===== src/design/gcce_pkg.sv =====
// Shared types and constants for the graph cycle check engine.
// No dependencies; used by gcce_ctrl, gcce_datapath and the top level.
package gcce_pkg;

    localparam int NODE_COUNT    = 64;
    localparam int EDGE_CAPACITY = 256;

    localparam int NODE_W  = $clog2(NODE_COUNT);
    localparam int EIDX_W  = $clog2(EDGE_CAPACITY);
    localparam int LINK_W  = $clog2(EDGE_CAPACITY + 1);
    localparam int DEPTH_W = $clog2(NODE_COUNT + 1);

    // Empty list marker: one past the last edge slot.
    localparam logic [LINK_W-1:0] LINK_NULL = LINK_W'(EDGE_CAPACITY);

    localparam logic [1:0] OP_ADD    = 2'd0;
    localparam logic [1:0] OP_REMOVE = 2'd1;
    localparam logic [1:0] OP_CHECK  = 2'd2;
    localparam logic [1:0] OP_CLEAR  = 2'd3;

    localparam logic [1:0] ST_OK    = 2'd0;
    localparam logic [1:0] ST_FULL  = 2'd1;
    localparam logic [1:0] ST_EMPTY = 2'd2;

    typedef struct packed {
        logic [1:0] opcode;
        logic [5:0] src_node;
        logic [5:0] dst_node;
    } req_t;

    typedef struct packed {
        logic [1:0] status;
        logic       cycle_found;
    } rsp_t;

    typedef struct packed {
        logic [NODE_W-1:0] origin;
        logic [NODE_W-1:0] target;
        logic [LINK_W-1:0] link;
    } edge_t;

    // Controller to datapath commands
    typedef struct packed {
        logic       load_in;
        logic       clr_graph;
        logic       head_rd_src;
        logic       add_wr;
        logic       edge_rd_top;
        logic       rem_wr;
        logic       chk_init;
        logic       pop;
        logic       head_rd_node;
        logic       edge_rd_head;
        logic       edge_step;
        logic       res_set;
        logic [1:0] res_status;
        logic       res_found;
        logic       out_load;
    } ctl_t;

    // Datapath to controller status
    typedef struct packed {
        logic full;
        logic empty;
        logic stack_empty;
        logic head_has_edge;
        logic hit;
        logic link_has_edge;
        logic out_free;
    } sts_t;

endpackage


===== src/design/gcce_ctrl.sv =====
// Sequencing state machine of the graph cycle check engine.
// Depends on gcce_pkg; drives gcce_datapath through ctl_t commands.
module gcce_ctrl (
    input  logic              clk,
    input  logic              rst_n,
    input  logic              req_valid,
    output logic              req_stall,
    input  logic [1:0]        opcode,
    input  gcce_pkg::sts_t    sts,
    output gcce_pkg::ctl_t    ctl
);

    typedef enum logic [10:0] {
        S_IDLE      = 11'b000_0000_0001,
        S_ADD_RD    = 11'b000_0000_0010,
        S_ADD_WR    = 11'b000_0000_0100,
        S_REM_RD    = 11'b000_0000_1000,
        S_REM_WR    = 11'b000_0001_0000,
        S_CHK_INIT  = 11'b000_0010_0000,
        S_POP       = 11'b000_0100_0000,
        S_POP_WAIT  = 11'b000_1000_0000,
        S_HEAD_WAIT = 11'b001_0000_0000,
        S_EDGE_WAIT = 11'b010_0000_0000,
        S_RESP      = 11'b100_0000_0000
    } state_t;

    state_t state_reg;
    state_t state_next;
    logic   accept;

    assign req_stall = (state_reg != S_IDLE);
    assign accept    = req_valid && !req_stall;

    always_ff @(posedge clk or negedge rst_n)
    begin
        if (!rst_n)
        begin
            state_reg <= S_IDLE;
        end
        else
        begin
            state_reg <= state_next;
        end
    end

    always_comb
    begin
        state_next = state_reg;
        ctl        = '0;
        unique case (state_reg)
            S_IDLE:
            begin
                if (accept)
                begin
                    ctl.load_in = 1'b1;
                    unique case (opcode)
                        gcce_pkg::OP_ADD:    state_next = S_ADD_RD;
                        gcce_pkg::OP_REMOVE: state_next = S_REM_RD;
                        gcce_pkg::OP_CHECK:  state_next = S_CHK_INIT;
                        default:
                        begin
                            ctl.clr_graph  = 1'b1;
                            ctl.res_set    = 1'b1;
                            ctl.res_status = gcce_pkg::ST_OK;
                            state_next     = S_RESP;
                        end
                    endcase
                end
            end
            S_ADD_RD:
            begin
                if (sts.full)
                begin
                    ctl.res_set    = 1'b1;
                    ctl.res_status = gcce_pkg::ST_FULL;
                    state_next     = S_RESP;
                end
                else
                begin
                    ctl.head_rd_src = 1'b1;
                    state_next      = S_ADD_WR;
                end
            end
            S_ADD_WR:
            begin
                ctl.add_wr     = 1'b1;
                ctl.res_set    = 1'b1;
                ctl.res_status = gcce_pkg::ST_OK;
                state_next     = S_RESP;
            end
            S_REM_RD:
            begin
                if (sts.empty)
                begin
                    ctl.res_set    = 1'b1;
                    ctl.res_status = gcce_pkg::ST_EMPTY;
                    state_next     = S_RESP;
                end
                else
                begin
                    ctl.edge_rd_top = 1'b1;
                    state_next      = S_REM_WR;
                end
            end
            S_REM_WR:
            begin
                ctl.rem_wr     = 1'b1;
                ctl.res_set    = 1'b1;
                ctl.res_status = gcce_pkg::ST_OK;
                state_next     = S_RESP;
            end
            S_CHK_INIT:
            begin
                ctl.chk_init = 1'b1;
                state_next   = S_POP;
            end
            S_POP:
            begin
                if (sts.stack_empty)
                begin
                    ctl.res_set    = 1'b1;
                    ctl.res_status = gcce_pkg::ST_OK;
                    state_next     = S_RESP;
                end
                else
                begin
                    ctl.pop    = 1'b1;
                    state_next = S_POP_WAIT;
                end
            end
            S_POP_WAIT:
            begin
                ctl.head_rd_node = 1'b1;
                state_next       = S_HEAD_WAIT;
            end
            S_HEAD_WAIT:
            begin
                if (sts.head_has_edge)
                begin
                    ctl.edge_rd_head = 1'b1;
                    state_next       = S_EDGE_WAIT;
                end
                else
                begin
                    state_next = S_POP;
                end
            end
            S_EDGE_WAIT:
            begin
                if (sts.hit)
                begin
                    ctl.res_set    = 1'b1;
                    ctl.res_status = gcce_pkg::ST_OK;
                    ctl.res_found  = 1'b1;
                    state_next     = S_RESP;
                end
                else
                begin
                    // walk on to the next older edge of this node
                    ctl.edge_step = 1'b1;
                    state_next    = sts.link_has_edge ? S_EDGE_WAIT : S_POP;
                end
            end
            S_RESP:
            begin
                if (sts.out_free)
                begin
                    ctl.out_load = 1'b1;
                    state_next   = S_IDLE;
                end
            end
            default:
            begin
                state_next = S_IDLE;
            end
        endcase
    end

endmodule


===== config.mk =====
export PLATFORM = sky130hd
export DESIGN_NAME = gcce_ctrl
export DESIGN_NICKNAME = d
export VERILOG_FILES = /design/src/design/gcce_pkg.sv /design/src/design/gcce_ctrl.sv
export SDC_FILE = /design/constraint.sdc
export NUM_CORES = 1
export LEC_CHECK = 0
export BUFFER_PORTS_ARGS = -buffer_cell sky130_fd_sc_hd__buf_4
export CAP_MARGIN = 20
export CORE_MARGIN = 2
export CORE_UTILIZATION = 50
export DETAILED_ROUTE_END_ITERATION = 6
export GPL_ROUTABILITY_DRIVEN = 1
export PLACE_DENSITY_LB_ADDON = 0.12
export SLEW_MARGIN = 20
export SYNTH_ARGS = -nofsm -noshare
export SYNTH_HDL_FRONTEND = slang
export SYNTH_SLANG_ARGS = --single-unit
export TNS_END_PERCENT = 100

===== constraint.sdc =====
create_clock -name clk -period 2.8 [get_ports clk]
set_clock_uncertainty 0.2 [all_clocks]
set_input_delay 0.42 -clock clk [delete_from_list [all_inputs] [get_ports clk]]
set_output_delay 0.42 -clock clk [all_outputs]
set_load 0.05 [all_outputs]

Word-level counts from Yosys, hierarchy flattened
Cells that the tools add are included.
- equal/unequal tests: 16
- muxes and demuxes: 37
- reduce and logical (&&, ||, !) cells: 6
- operator list (cell ; number):
    11-bit one-hot mux with 10 select lines ; 1
    11-bit 2-to-1 mux ; 6
    11-bit one-hot mux with 3 select lines ; 1
    10-bit 2-to-1 mux ; 2
    1-bit 2-to-1 mux ; 18
    3-bit one-hot mux with 6 select lines ; 1
    3-bit 2-to-1 mux ; 5
    11-bit by 1-bit equality test with 1-bit output (second input constant) ; 1
    11-bit by 10-bit equality test with 1-bit output (second input constant) ; 1
    11-bit equality test (second input constant) ; 1
    11-bit by 2-bit equality test with 1-bit output (second input constant) ; 1
    11-bit by 3-bit equality test with 1-bit output (second input constant) ; 1
    11-bit by 4-bit equality test with 1-bit output (second input constant) ; 1
    11-bit by 5-bit equality test with 1-bit output (second input constant) ; 1
    11-bit by 6-bit equality test with 1-bit output (second input constant) ; 1
    11-bit by 7-bit equality test with 1-bit output (second input constant) ; 1
    11-bit by 8-bit equality test with 1-bit output (second input constant) ; 1
    11-bit by 9-bit equality test with 1-bit output (second input constant) ; 1
    11-bit by 1-bit != test with 1-bit output (second input constant) ; 1
    2-bit 2-to-1 mux ; 2
    4-bit 2-to-1 mux ; 1
    2-bit != test (second input constant) ; 2
    3-bit OR reduction ; 1
    2-bit by 1-bit equality test with 1-bit output (second input constant) ; 1
    other kinds (6) ; 6
- flip-flop bits (word level): 11
- output and inout bits: 17
- word-level logic and storage cells: 60

Logic depth before layout (Yosys ltp)
- depth after elaboration: 5
- depth in mapped cells: 6

Worst setup path after synthesis
Ideal clock, no wire load.
- path type: flip-flop to output port
- start point: register state_reg[5]
- end point: output port ctl[13] (netlist bit)
- arrival time: 2.824 ns
- data required time: 2.180 ns
- slack: -0.644 ns
- stages on the path, launching flop included: 6
- path through: dfrtp_1 > buf_6 > nor4_4 > and2_1 > nand2_1 > nor4b_1
- RTL lines (element ; RTL line ; source):
    start, declared ; gcce_ctrl.sv:27 ; state_t state_reg;
    start signal, assigned ; gcce_ctrl.sv:42 ; state_reg <= state_next;
    end, declared ; gcce_ctrl.sv:10 ; output gcce_pkg::ctl_t ctl

==> results_tabular.tex <==
\begin{tabular}{lr}
\hline
Metric & Value \\
\hline
\multicolumn{2}{l}{\textbf{Outcome}} \\
\quad Result of the run & finished, final reports clean \\
\multicolumn{2}{l}{\textbf{Clock network}} \\
\quad Insertion delay to the later sink of the worst-skew pair & 270 ps \\
\quad Total clock buffers created by CTS & 3 \\
\quad CTS HTree Levels & 1 \\
\quad Maximum count of clock buffers along a single path & 2 \\
\quad Clock root buffer & sky130\_fd\_sc\_hd\_\_clkbuf\_4 \\
\quad Clock tree from TritonCTS & yes \\
\quad Clock transition at the register clock pins on the worst setup and hold paths after CTS & 70 ps \\
\quad CTS sink count & 11 \\
\multicolumn{2}{l}{\textbf{Timing}} \\
\quad Relative slew margins & 71.9\% \\
\quad RSZ-0062 raised after global routing & false \\
\quad Final Slew Violations & 0 \\
\quad Worst slew pin tran & 422 ps \\
\quad Final critical-path required period & 2720 ps \\
\quad Aggregate negative setup slack & 0 ps \\
\quad Final period util & 97.1\% \\
\quad Endpoints failing hold & 0 \\
\quad Final setup vio count & 0 \\
\quad Fmax achieved & 368 MHz \\
\multicolumn{2}{l}{\textbf{Layout}} \\
\quad Fraction of final layout cells with drive strength greater than 1 & 42.2\% \\
\quad Number of antenna cells inserted & 0 \\
\quad Count of non-filler cells in the finished layout & 153 \\
\quad Largest register FFs & 11 \\
\quad Top library cells by usage in the layout, fill and taps aside & 32 x sky130\_fd\_sc\_hd\_\_buf\_4, 9 x sky130\_fd\_sc\_hd\_\_dfrtp\_1, 7 x sky130\_fd\_sc\_hd\_\_nor2\_1, 7 x sky130\_fd\_sc\_hd\_\_inv\_1, 6 x sky130\_fd\_sc\_hd\_\_nor3\_1 \\
\quad Most common cell after layout, fill and taps aside & sky130\_fd\_sc\_hd\_\_buf\_4 \\
\quad Final layout net count & 141 \\
\quad Layout-stage area growth over the synthesis result & 31.5\% \\
\quad Finished Cell Area & 0.00120 sq mm \\
\multicolumn{2}{l}{\textbf{Global routing}} \\
\quad Congestion Overflow GR & 0 \\
\quad First-pass GRT wire length & 3510 microns \\
\quad Vias in the first global route & 747 \\
\quad Initial antenna violation count & 0 \\
\quad Global router's overall resource usage & 23.2\% \\
\quad Maximum number of pins on one net before global-route repair & 12 \\
\multicolumn{2}{l}{\textbf{Floorplanning}} \\
\quad Die Span X & 46.7 microns \\
\quad Floorplan Core Area & 0.00173 sq mm \\
\quad Number of core rows & 15 \\
\quad Effective utilization at floorplan & 52.8\% \\
\quad Total Die Area & 0.00218 sq mm \\
\quad I/O Pins & 29 \\
\quad Die Span Y & 46.7 microns \\
\multicolumn{2}{l}{\textbf{Placement}} \\
\quad Number of buffers inserted by port buffering & 28 \\
\quad Final HPWL from detailed placement & 1750 microns \\
\quad Placement-stage cell area & 0.00113 sq mm \\
\quad Number of placed cells counting well taps & 145 \\
\quad Placer's final routability congestion estimate & 0.793 \\
\multicolumn{2}{l}{\textbf{Drt}} \\
\quad Number of vias per cell & 5.71 \\
\quad Number of detailed-route iterations in the first pass & 4 \\
\quad Wire per inst & 14.5 microns \\
\quad DR vias & 874 \\
\quad Remaining antenna violation count & 0 \\
\quad Detailed-route DRC error count & 0 \\
\quad DRC marker count from the first detailed-route iteration & 18 \\
\quad DRT Wirelength & 2220 microns \\
\multicolumn{2}{l}{\textbf{Setup path}} \\
\quad Critical path origin & state\_reg[3] \\
\quad Crit-path max FO & 8 \\
\quad Arrival time at the worst endpoint & 2100 ps \\
\quad Critical path type & flop to output pin \\
\quad Launching point of the worst reg2reg path & state\_reg[3] \\
\quad Critical path startpoint category & flop \\
\quad Type of destination of the critical path & output pin \\
\quad CP required & 2180 ps \\
\multicolumn{2}{l}{\textbf{Logic synthesis}} \\
\quad Post-synthesis cell area & 911 sq um \\
\quad Proportion of synthesized flip-flops having asynchronous set or reset & 100\% \\
\quad Count of warnings emitted by yosys & 0 \\
\quad Number of distinct library cell variants in the gate-level netlist after synthesis & 43 \\
\quad Fraction of the yosys area taken by sequential cells & 30.4\% \\
\quad Number of synthesized register bits & 11 \\
\quad Proportion of netlist area held by the largest area contributor & 27.5\% \\
\quad Number of synthesized flops with an enable pin & 0 \\
\quad Synthesized area per cell & 9.20 sq um \\
\quad Synth area leader & sky130\_fd\_sc\_hd\_\_dfrtp\_1 \\
\quad Biggest area contributors in the synthesized netlist & sky130\_fd\_sc\_hd\_\_dfrtp\_1 27\%, sky130\_fd\_sc\_hd\_\_buf\_6 4.9\%, sky130\_fd\_sc\_hd\_\_nor4\_4 4.7\% \\
\quad Synth Net Count & 111 \\
\quad Most instantiated flip-flop cell in the synthesis netlist & sky130\_fd\_sc\_hd\_\_dfrtp\_1 \\
\quad Count of mapped cells out of synthesis & 99 \\
\multicolumn{2}{l}{\textbf{Power and ir drop}} \\
\quad Int Pwr & 0.442 mW \\
\quad Clk pwr share & 13.2\% \\
\quad Max IR drop VDD & 0.000536 V \\
\quad Sw Pwr & 0.394 mW \\
\quad Total leakage power & 0.590 nW \\
\quad Sequential power share & 28.7\% \\
\quad Comb pwr share & 58.2\% \\
\quad Power Total & 0.836 mW \\
\quad Share of total power consumed by net switching & 47.1\% \\
\quad P per Cell Area & 698 mW/mm\^{}2 \\
\multicolumn{2}{l}{\textbf{Flow run}} \\
\quad Number of max-capacitance violations reported & 0 \\
\multicolumn{2}{l}{\textbf{Hold path}} \\
\quad Hold crit path type & input pin to flop \\
\quad Worst hold path startpoint & sts[4] \\
\hline
\end{tabular}
## stage by stage
step	util [%]	hold WS (ps)	setup slack (ps)
final	69.3	124	81.0
after global routing	69.3	117	1.22
after CTS	67.7	126	6.38
after detailed placement	65.6	65.9	273
after global placement	65.6	64.7	330
after floorplan	-	-75.6	-9.17
## power by group through the flow
stage	clock [mW]	sequential (mW)	combinational (mW)
2_1_floorplan	0	0.202	0.399
3_3_place_gp	0	0.241	0.440
4_1_cts	0.112	0.238	0.450
6_report	0.110	0.240	0.486
5_1_grt	0.125	0.246	0.521
3_5_place_dp	0	0.241	0.449
## critical path, stage by stage, from the launching register on
cell	delay (ps)
sky130_fd_sc_hd__dfrtp_1	490
sky130_fd_sc_hd__nor4_4	380
sky130_fd_sc_hd__nand2_2	160
sky130_fd_sc_hd__or3_4	370
sky130_fd_sc_hd__nor3b_2	210
sky130_fd_sc_hd__buf_4	230
## layer usage
layer	global-route usage (%)	share of wire, %
met1	31.3	42
met2	37.2	49
met4	6.67	1.0
met5	0	0
met3	4.71	7.5
## cell usage after synthesis (2+ instances only)
cell type                   n
sky130_fd_sc_hd__dfrtp_1   10
sky130_fd_sc_hd__nor2_1     8
sky130_fd_sc_hd__inv_1      7
sky130_fd_sc_hd__nor3_1     6
sky130_fd_sc_hd__nand2_1    5
sky130_fd_sc_hd__buf_6      4
sky130_fd_sc_hd__nand4_1    4
sky130_fd_sc_hd__nor4b_1    4
sky130_fd_sc_hd__nand3_1    3
sky130_fd_sc_hd__nor3b_2    3
sky130_fd_sc_hd__nor4_1     3
sky130_fd_sc_hd__o22ai_1    3
sky130_fd_sc_hd__xor2_1     3
sky130_fd_sc_hd__and3_1     2
sky130_fd_sc_hd__and4_1     2
sky130_fd_sc_hd__clkbuf_1   2
sky130_fd_sc_hd__nor4_4     2
sky130_fd_sc_hd__nor4bb_1   2
sky130_fd_sc_hd__o21ai_0    2
## cell type report
class | instances | area (sq um)
repair buffers | 33 | 250
multi-input cells | 72 | 582
flip-flops and latches | 11 | 278
fillers | 143 | 529
well taps | 25 | 31.3
inverters | 8 | 30.0
clock buffers | 4 | 26.3
## what timing repair did
action                                  4_1_cts  5_1_grt
endpoints found under the setup margin        1        6
pin swaps                                     1        3
resized for setup                             0        3
endpoints found under the hold margin        11        0
setup buffers                                 0        3
hold buffers                                  1        0
## final timing paths
path | endpoint | slack, ps | cells after the start
max reg2reg | state_reg[10] | 770 | 5
max in group asynchronous | state_reg[0] | 1850 | 2
max | ctl[9] | 80 | 5
min | state_reg[7] | 120 | 2
min reg2reg | state_reg[8] | 430 | 1
min in group asynchronous | state_reg[10] | 320 | 2
## cells by family (layout without fill, tap and decap cells)
kind of cell | after synthesis | in the layout | synth area share, %
flip-flops | 11 | 11 | 30.4
AND/OR/NAND/NOR | 56 | 56 | 45.1
buffers and inverters | 16 | 45 | 10.4
XOR/XNOR | 4 | 4 | 3.85
AO/OA/AOI/OAI | 11 | 11 | 9.20
multiplexers | 1 | 1 | 1.10
Power figures use the tool's default switching activity.
